**config.mk**
```make
export PLATFORM = sky130hd
export DESIGN_NAME = mouse_packet_cursor_tracker_unit_flat
export DESIGN_NICKNAME = d
export VERILOG_FILES = /design/src/rtl/mpct_pkg.sv /design/src/rtl/mpct_if.sv /design/src/rtl/mpct_axis_clamp.sv /design/src/rtl/mouse_packet_cursor_tracker_unit.sv /design/src/flat_wrapper.sv
export SDC_FILE = /design/constraint.sdc
export NUM_CORES = 1
export LEC_CHECK = 0
export ABC_AREA = 0
export BUFFER_PORTS_ARGS = -buffer_cell sky130_fd_sc_hd__clkbuf_2
export CORE_MARGIN = 3
export CORE_UTILIZATION = 28
export CTS_BUF_LIST = sky130_fd_sc_hd__clkbuf_8
export DETAILED_ROUTE_END_ITERATION = 7
export SYNTH_ARGS = -nofsm -noshare
export SYNTH_HDL_FRONTEND = slang
export SYNTH_SLANG_ARGS = --single-unit
```
**constraint.sdc**
```tcl
create_clock -name clk -period 6 [get_ports clk]
set_clock_uncertainty 0.15 [all_clocks]
set_input_delay 1.2 -clock clk [delete_from_list [all_inputs] [get_ports clk]]
set_output_delay 1.2 -clock clk [all_outputs]
set_load 0.01 [all_outputs]
```
**src/rtl/mpct_pkg.sv**
```systemverilog
package mpct_pkg;

  localparam int POS_W    = 12;
  localparam int SCREEN_W = 13;
  localparam int DELTA_W  = 10;
  localparam int CSIZE_W  = 7;
  localparam int ADDR_W   = 3;
  localparam int DATA_W   = 32;

  typedef logic [POS_W-1:0]           pos_t;
  typedef logic [SCREEN_W-1:0]        screen_t;
  typedef logic signed [DELTA_W-1:0]  delta_t;
  typedef logic [CSIZE_W-1:0]         csize_t;
  typedef logic [1:0]                 button_t;

  localparam csize_t CURSOR_WIDTH  = 7'd10;
  localparam csize_t CURSOR_HEIGHT = 7'd17;

  localparam screen_t SCREEN_WIDTH_RESET  = 13'd1024;
  localparam screen_t SCREEN_HEIGHT_RESET = 13'd768;
  localparam pos_t    POS_X_RESET         = 12'd512;
  localparam pos_t    POS_Y_RESET         = 12'd384;

  localparam button_t BTN_NONE   = 2'd0;
  localparam button_t BTN_LEFT   = 2'd1;
  localparam button_t BTN_RIGHT  = 2'd2;
  localparam button_t BTN_MIDDLE = 2'd3;

  localparam logic [2:0] STATUS_LEFT   = 3'b001;
  localparam logic [2:0] STATUS_RIGHT  = 3'b010;
  localparam logic [2:0] STATUS_MIDDLE = 3'b100;

  localparam int STATUS_X_SIGN = 4;
  localparam int STATUS_Y_SIGN = 5;

  localparam logic REG_SCREEN_WIDTH  = 1'b0;
  localparam logic REG_SCREEN_HEIGHT = 1'b1;

  // Only a single pressed button counts; chords decode to none.
  function automatic button_t decode_button(input logic [2:0] bits);
    button_t code;
    unique case (bits)
      STATUS_LEFT:   code = BTN_LEFT;
      STATUS_RIGHT:  code = BTN_RIGHT;
      STATUS_MIDDLE: code = BTN_MIDDLE;
      default:       code = BTN_NONE;
    endcase
    return code;
  endfunction

endpackage

```
**src/rtl/mpct_if.sv**
```systemverilog
interface mpct_packet_if;
  import mpct_pkg::*;

  logic       valid;
  logic       ready;
  logic [7:0] status_byte;
  logic [7:0] x_move_byte;
  logic [7:0] y_move_byte;

  modport source (output valid, status_byte, x_move_byte, y_move_byte, input ready);
  modport sink   (input valid, status_byte, x_move_byte, y_move_byte, output ready);
endinterface

interface mpct_cursor_if;
  import mpct_pkg::*;

  logic    valid;
  logic    ready;
  pos_t    cursor_x;
  pos_t    cursor_y;
  button_t button_code;
  logic    click_valid;
  button_t click_button;

  modport source (output valid, cursor_x, cursor_y, button_code, click_valid, click_button,
                  input ready);
  modport sink   (input valid, cursor_x, cursor_y, button_code, click_valid, click_button,
                  output ready);
endinterface

```
**src/rtl/mpct_axis_clamp.sv**
```systemverilog
module mpct_axis_clamp (
  input  mpct_pkg::pos_t    pos,
  input  mpct_pkg::delta_t  delta,
  input  mpct_pkg::screen_t screen,
  input  mpct_pkg::csize_t  cursor_size,
  output mpct_pkg::pos_t    pos_next
);
  import mpct_pkg::*;

  localparam int SUM_W = SCREEN_W + 1;
  localparam logic signed [SUM_W-1:0] POS_MAX = SUM_W'((1 << POS_W) - 1);

  logic signed [SUM_W-1:0] sum;
  logic signed [SUM_W-1:0] limit;
  logic signed [SUM_W-1:0] limit_sat;
  logic signed [SUM_W-1:0] bounded;

  assign sum   = $signed({{(SUM_W-POS_W){1'b0}}, pos})
               + $signed({{(SUM_W-DELTA_W){delta[DELTA_W-1]}}, delta});
  assign limit = $signed({1'b0, screen})
               - $signed({{(SUM_W-CSIZE_W){1'b0}}, cursor_size});

  // A negative bound falls through to the lower clamp and gives zero.
  always_comb begin
    limit_sat = (limit > POS_MAX) ? POS_MAX : limit;
    bounded   = (sum >= limit_sat) ? limit_sat : sum;
    if (bounded < 0) begin
      bounded = '0;
    end
  end

  assign pos_next = bounded[POS_W-1:0];

endmodule

```
**src/rtl/mouse_packet_cursor_tracker_unit.sv**
```systemverilog
// Channel  | Role   | Payload
// ---------+--------+------------------------------------------------------------
// packet   | sink   | status_byte, x_move_byte, y_move_byte
// cursor   | source | cursor_x, cursor_y, button_code, click_valid, click_button
// APB      | slave  | 0x0 screen_width, 0x4 screen_height (13 bits each)
//
// Each packet gives one beat on cursor, passing through the input register and
// then the output register. A packet can be taken every cycle while the output
// is not stalled; the cursor update and clamp run combinationally between them.
// A stalled output holds the beat and the input register fills behind it.
// Synchronous reset puts the cursor at 512,384, clears the latched button and
// loads the default 1024x768 screen.
module mouse_packet_cursor_tracker_unit (
  input  logic                         clk,
  input  logic                         rst,
  mpct_packet_if.sink                  packet,
  mpct_cursor_if.source                cursor,
  input  logic                         psel,
  input  logic                         penable,
  input  logic                         pwrite,
  input  logic [mpct_pkg::ADDR_W-1:0]  paddr,
  input  logic [mpct_pkg::DATA_W-1:0]  pwdata,
  output logic [mpct_pkg::DATA_W-1:0]  prdata,
  output logic                         pready
);
  import mpct_pkg::*;

  screen_t screen_width;
  screen_t screen_height;

  logic       in_valid;
  logic [7:0] in_status;
  logic [7:0] in_x;
  logic [7:0] in_y;

  pos_t    pos_x;
  pos_t    pos_y;
  button_t held_button;

  logic    out_valid;
  pos_t    out_x;
  pos_t    out_y;
  button_t out_button;
  logic    out_click;
  button_t out_click_button;

  logic    advance;
  logic    cfg_write;
  logic    reg_sel;
  button_t button;
  delta_t  dx;
  delta_t  dy;
  pos_t    pos_x_next;
  pos_t    pos_y_next;
  logic    click;

  // Configuration registers
  assign pready    = 1'b1;
  assign reg_sel   = paddr[2];
  assign cfg_write = psel && penable && pwrite && pready;

  always_ff @(posedge clk) begin
    if (rst) begin
      screen_width  <= SCREEN_WIDTH_RESET;
      screen_height <= SCREEN_HEIGHT_RESET;
    end else if (cfg_write) begin
      unique case (reg_sel)
        REG_SCREEN_WIDTH:  screen_width  <= pwdata[SCREEN_W-1:0];
        REG_SCREEN_HEIGHT: screen_height <= pwdata[SCREEN_W-1:0];
        default: ;
      endcase
    end
  end

  always_comb begin
    unique case (reg_sel)
      REG_SCREEN_WIDTH:  prdata = {{(DATA_W-SCREEN_W){1'b0}}, screen_width};
      REG_SCREEN_HEIGHT: prdata = {{(DATA_W-SCREEN_W){1'b0}}, screen_height};
      default:           prdata = '0;
    endcase
  end

  // Handshake: the input register moves on whenever the output register is free.
  assign advance      = in_valid && (!out_valid || cursor.ready);
  assign packet.ready = !in_valid || advance;

  always_ff @(posedge clk) begin
    if (rst) begin
      in_valid <= 1'b0;
    end else if (packet.valid && packet.ready) begin
      in_valid <= 1'b1;
    end else if (advance) begin
      in_valid <= 1'b0;
    end
  end

  always_ff @(posedge clk) begin
    if (packet.valid && packet.ready) begin
      in_status <= packet.status_byte;
      in_x      <= packet.x_move_byte;
      in_y      <= packet.y_move_byte;
    end
  end

  // Decode: X is a 9-bit two's complement value; Y is negated so rows grow downward.
  assign button = decode_button(in_status[2:0]);
  assign dx     = $signed({{(DELTA_W-9){in_status[STATUS_X_SIGN]}},
                           in_status[STATUS_X_SIGN], in_x});
  assign dy     = $signed({1'b0, in_status[STATUS_Y_SIGN], 8'h00})
                - $signed({{(DELTA_W-8){1'b0}}, in_y});
  assign click  = (button == BTN_NONE) && (held_button != BTN_NONE);

  mpct_axis_clamp u_clamp_x (
    .pos         (pos_x),
    .delta       (dx),
    .screen      (screen_width),
    .cursor_size (CURSOR_WIDTH),
    .pos_next    (pos_x_next)
  );

  mpct_axis_clamp u_clamp_y (
    .pos         (pos_y),
    .delta       (dy),
    .screen      (screen_height),
    .cursor_size (CURSOR_HEIGHT),
    .pos_next    (pos_y_next)
  );

  always_ff @(posedge clk) begin
    if (rst) begin
      pos_x       <= POS_X_RESET;
      pos_y       <= POS_Y_RESET;
      held_button <= BTN_NONE;
    end else if (advance) begin
      pos_x       <= pos_x_next;
      pos_y       <= pos_y_next;
      held_button <= button;
    end
  end

  always_ff @(posedge clk) begin
    if (rst) begin
      out_valid <= 1'b0;
    end else if (advance) begin
      out_valid <= 1'b1;
    end else if (cursor.ready) begin
      out_valid <= 1'b0;
    end
  end

  always_ff @(posedge clk) begin
    if (advance) begin
      out_x            <= pos_x_next;
      out_y            <= pos_y_next;
      out_button       <= button;
      out_click        <= click;
      out_click_button <= click ? held_button : BTN_NONE;
    end
  end

  assign cursor.valid        = out_valid;
  assign cursor.cursor_x     = out_x;
  assign cursor.cursor_y     = out_y;
  assign cursor.button_code  = out_button;
  assign cursor.click_valid  = out_click;
  assign cursor.click_button = out_click_button;

`ifndef NO_ASSERTIONS
  // The beat on the output always shows the position the tracker keeps.
  a_pos_matches_state: assert property (@(posedge clk) disable iff (rst)
    out_valid |-> (out_x == pos_x) && (out_y == pos_y))
    else $error("output position differs from kept position");

  // A click names a real button and only ends on a packet with no button.
  a_click_button: assert property (@(posedge clk) disable iff (rst)
    out_valid && out_click |-> (out_click_button != BTN_NONE) && (out_button == BTN_NONE))
    else $error("click beat with bad button fields");

  a_no_click_zero: assert property (@(posedge clk) disable iff (rst)
    out_valid && !out_click |-> out_click_button == BTN_NONE)
    else $error("click_button set without a click");

  // The latch follows the button of the last delivered packet.
  a_latch_follows: assert property (@(posedge clk) disable iff (rst)
    out_valid |-> held_button == out_button)
    else $error("latched button out of step with output");

  // A packet moves into the output register only when that register is free.
  a_no_overwrite: assert property (@(posedge clk) disable iff (rst)
    out_valid && !cursor.ready |=> out_valid && $stable(out_x) && $stable(out_click))
    else $error("stalled output beat was overwritten");
`endif

endmodule

```
**src/flat_wrapper.sv**
```systemverilog
// flat-port wrapper written by rule: the top's interface ports become plain ports
module mouse_packet_cursor_tracker_unit_flat import mpct_pkg::*;
  (clk, rst, psel, penable, pwrite, paddr, pwdata, prdata, pready, packet_valid, packet_status_byte, packet_x_move_byte, packet_y_move_byte, packet_ready, cursor_valid, cursor_cursor_x, cursor_cursor_y, cursor_button_code, cursor_click_valid, cursor_click_button, cursor_ready);
  mpct_packet_if packet_i ();
  mpct_cursor_if cursor_i ();
  input  logic clk;
  input  logic rst;
  input  logic psel;
  input  logic penable;
  input  logic pwrite;
  input  logic [mpct_pkg::ADDR_W-1:0] paddr;
  input  logic [mpct_pkg::DATA_W-1:0] pwdata;
  output logic [mpct_pkg::DATA_W-1:0] prdata;
  output logic pready;
  input wire logic [$bits(packet_i.valid)-1:0] packet_valid;
  input wire logic [$bits(packet_i.status_byte)-1:0] packet_status_byte;
  input wire logic [$bits(packet_i.x_move_byte)-1:0] packet_x_move_byte;
  input wire logic [$bits(packet_i.y_move_byte)-1:0] packet_y_move_byte;
  output wire logic [$bits(packet_i.ready)-1:0] packet_ready;
  output wire logic [$bits(cursor_i.valid)-1:0] cursor_valid;
  output wire logic [$bits(cursor_i.cursor_x)-1:0] cursor_cursor_x;
  output wire logic [$bits(cursor_i.cursor_y)-1:0] cursor_cursor_y;
  output wire logic [$bits(cursor_i.button_code)-1:0] cursor_button_code;
  output wire logic [$bits(cursor_i.click_valid)-1:0] cursor_click_valid;
  output wire logic [$bits(cursor_i.click_button)-1:0] cursor_click_button;
  input wire logic [$bits(cursor_i.ready)-1:0] cursor_ready;
  assign packet_i.valid = packet_valid;
  assign packet_i.status_byte = packet_status_byte;
  assign packet_i.x_move_byte = packet_x_move_byte;
  assign packet_i.y_move_byte = packet_y_move_byte;
  assign packet_ready = packet_i.ready;
  assign cursor_valid = cursor_i.valid;
  assign cursor_cursor_x = cursor_i.cursor_x;
  assign cursor_cursor_y = cursor_i.cursor_y;
  assign cursor_button_code = cursor_i.button_code;
  assign cursor_click_valid = cursor_i.click_valid;
  assign cursor_click_button = cursor_i.click_button;
  assign cursor_i.ready = cursor_ready;
  mouse_packet_cursor_tracker_unit u_core (.clk(clk), .rst(rst), .packet(packet_i), .cursor(cursor_i), .psel(psel), .penable(penable), .pwrite(pwrite), .paddr(paddr), .pwdata(pwdata), .prdata(prdata), .pready(pready));
endmodule
```
==> summary.txt <==
Outcome
  • Status: finished clean

Synthesis
  • Most frequent cell after synthesis: nand2_1
  • Synthesized area: 0.00683 sq mm
  • Post-synth EDFFs: 50
  • Distinct cells, synth: 69
  • Sequential share of the synthesized area: 0.378
  • Synth top cells by count: nand2_1 (101), ha_1 (57), nor2_1 (55)
  • Synthesized area per cell: 9.03 sq um
  • Synth top area share: 0.220
  • Asr flop ratio synth: 0
  • Most used DFF post-synth: dfxtp_1
  • Yosys Warn Count: 0
  • Top post-synthesis cells by area: edfxtp_1 (22%), dfxtp_1 (16%), ha_1 (10%)
  • Synth Register Bits: 104
  • Syn Inst Count: 756
  • Dominant cell type by area after synthesis: edfxtp_1

Routing
  • First-pass detailed-route iteration total: 5
  • Routed wire length: 16.9 mm
  • Via count: 5466
  • Vias per cell: 4.73
  • Drc violations: 0
  • Starting DRT DRC Count: 320
  • Routed length per instance: 14.6 um
  • Routed Antenna Nets: 0

Cells and area
  • Fillers: 2494
  • Final nets: 956
  • Share of layout cells above drive strength 1: 0.164
  • Area delta synth->final: 12.4%
  • # diodes: 0
  • Flip-flop and latch area: 0.00258 sq mm
  • Final Util: 0.324
  • Finished Layout Cells: 1155
  • Finished Cell Area: 0.00767 sq mm
  • Multi-input combinational cell area: 0.00387 sq mm

Clocking
  • Clock root buffer: clkbuf_8
  • H-tree levels: 3
  • CTS buffer count: 9
  • Post-CTS setup buffers: 0
  • Post-CTS sizing: 0
  • Clock latency on the worst-skew pair: 0.39 ns
  • CTS tree: built
  • CTS clk-pin slew, worst paths: 0.10 ns
  • CTS hold repair buffers: 0
  • Maximum root-to-sink buffer count: 2
  • Clock sink count: 104

Power and ir drop
  • Worst vdd ir: 0.0849 mV
  • Pwr dens: 253 mW/mm^2
  • LEAKAGE: 3.24 nW
  • Power Total: 1.94 mW

GRT
  • Grt ovf: 0
  • Initial antenna violation count: 0
  • First-pass GRT wire length: 27.3 mm
  • Vias in the first global route: 5300
  • Largest net degree at the start of global routing: 38
  • Total global-route track usage: 0.130

Setup path
  • Reg2Reg Depth: 18
  • Worst Setup SP: u_core.in_y[3]
  • Crit start category: flip-flop
  • Slowest cell on crit path: edfxtp_1
  • Worst r2r dst: u_core.cursor.cursor_y[6]
  • RR Startpoint: u_core.in_y[3]
  • Critical path's top delay family: simple AND/OR/NAND/NOR gates
  • Worst path max stage delay: 0.44 ns
  • Cell breakdown of the critical path: nor3_1 -> nand4b_1 -> xor2_1 -> ha_1 -> nand3_1 -> nor4_1 -> nor4b_1 -> o31ai_1 -> xnor2_2 -> inv_1 -> ha_1 -> nand4_1 -> nor3_1 -> o211ai_1 -> nand2_1 -> buf_4 -> mux2i_1 -> nor2_1
  • WP buf/inv: 2
  • Crit path capture type: flip-flop
  • CP max FO: 9
  • Reg2Reg Setup Slack: 0.78 ns
  • Critical Path RT: 5.97 ns
  • CP Class: reg -> reg
  • CP Data Arrival Time: 5.18 ns

Timing
  • Final setup vio count: 0
  • Post-layout minimum cycle time: 5.22 ns
  • Fmax achieved: 192 MHz
  • Worst slew pin tran: 0.967 ns
  • Final setup TNS: 0 ns
  • Max transition margin: 0.353
  • Unrepaired setup endpoints after global routing: no
  • Hold Vio Cnt, Final: 0
  • WHS: 0.304 ns
  • Ratio of final minimum period to clock period: 0.870
  • Final setup margin: 0.782 ns
  • Slew Limit Fails: 0

Flow run
  • Maxcap violations: 0

Placed design
  • Placed cells: 1139
  • Dpl ws: 0.802 ns
  • GPL Wtd Cong: 0.887
  • HPWL after detailed placement: 13.1 mm
  • Placed Area: 0.00750 sq mm
  • Number of I/O port buffers: 85

Worst hold path
  • Class of the worst hold path: reg -> reg
  • Cells on Worst Hold Path: 2
  • Worst Hold Path EP: u_core.held_button[0]
  • Startpoint of the worst hold path: u_core.held_button[0]

Floorplan
  • Rows: 56
  • Initial core utilization: 0.288
  • Die width: 162 um
  • Top Ports: 130
  • Die H: 162 um
  • Die ar.: 0.0263 sq mm
  • Core area: 0.0237 sq mm
==> cells in the final DEF (no fill, tap or decap), types with 20 or more instances in the layout <==
cell        n
nand2_1   101
clkbuf_2   85
ha_1       57
nor2_1     55
a21oi_1    54
dfxtp_1    54
edfxtp_1   50
inv_1      47
xnor2_1    32
nand3_1    25
nor3_1     21
conb_1     20
==> power breakdown <==
group	internal [mW]	total, mW	leakage (nW)	switching [mW]
combinational	0.272	0.672	2.23	0.400
clock	0.161	0.413	0.0953	0.252
sequential	0.821	0.853	0.918	0.0323
total	1.25	1.94	3.24	0.685
==> flip-flops by register name (all words and copies together), names as in the netlist, 5 cells and up <==
| register | count |
|---|---|
| u_core.cursor.cursor_x | 12 |
| u_core.pos_x | 12 |
| u_core.pos_y | 12 |
| u_core.cursor.cursor_y | 12 |
| u_core.in_status | 5 |
| u_core.in_y | 8 |
| u_core.in_x | 8 |
| u_core.screen_height | 13 |
| u_core.screen_width | 13 |
==> cells by family after synthesis <==
logic type	synth area share
AND/OR/NAND/NOR	0.184
AO/OA/AOI/OAI	0.160
flip-flops	0.378
buffers and inverters	0.0647
adder cells (fa/ha/maj)	0.110
XOR/XNOR	0.0614
multiplexers	0.0403
other	0.00110
==> how the worst max path moves through the flow <==
stage,to,slack [ns],cells past startpoint
4_1_cts,u_core.cursor.cursor_y[6],0.78,18
2_1_floorplan,u_core.cursor.cursor_x[10],1.54,17
3_5_place_dp,u_core.cursor.cursor_y[6],0.80,18
5_1_grt,u_core.pos_y[11],0.20,18
6_report,u_core.cursor.cursor_y[6],0.78,18
3_3_place_gp,u_core.pos_y[11],0.91,18
==> layer usage <==
| metal | wire [um] | GRT usage | up-vias | part of all wire |
|---|---|---|---|---|
| li1 | - | - | 2797 | - |
| met1 | 8110 | 0.177 | 2549 | 0.48 |
| met2 | 7540 | 0.203 | 105 | 0.45 |
| met3 | 953 | 0.0314 | 15 | 0.056 |
| met4 | 301 | 0.0423 | 0 | 0.018 |
| met5 | 0 | 0 | - | 0 |
==> tightest hold or removal path, cell delays in order, from the launching register on <==
cell and delay, ns:
dfxtp_1 0.31, nand2_1 0.05, a21oi_1 0.05
==> cell type report <==
| class | instances | share of cell area |
|---|---|---|
| clock buffers | 10 | 0.0179 |
| clock inverters | 6 | 0.00489 |
| inverters | 47 | 0.0230 |
| multi-input cells | 578 | 0.504 |
| flip-flops and latches | 104 | 0.336 |
| well taps | 319 | 0.0520 |
| repair buffers | 91 | 0.0613 |
Note: power is estimated with default switching activity, not from simulation.
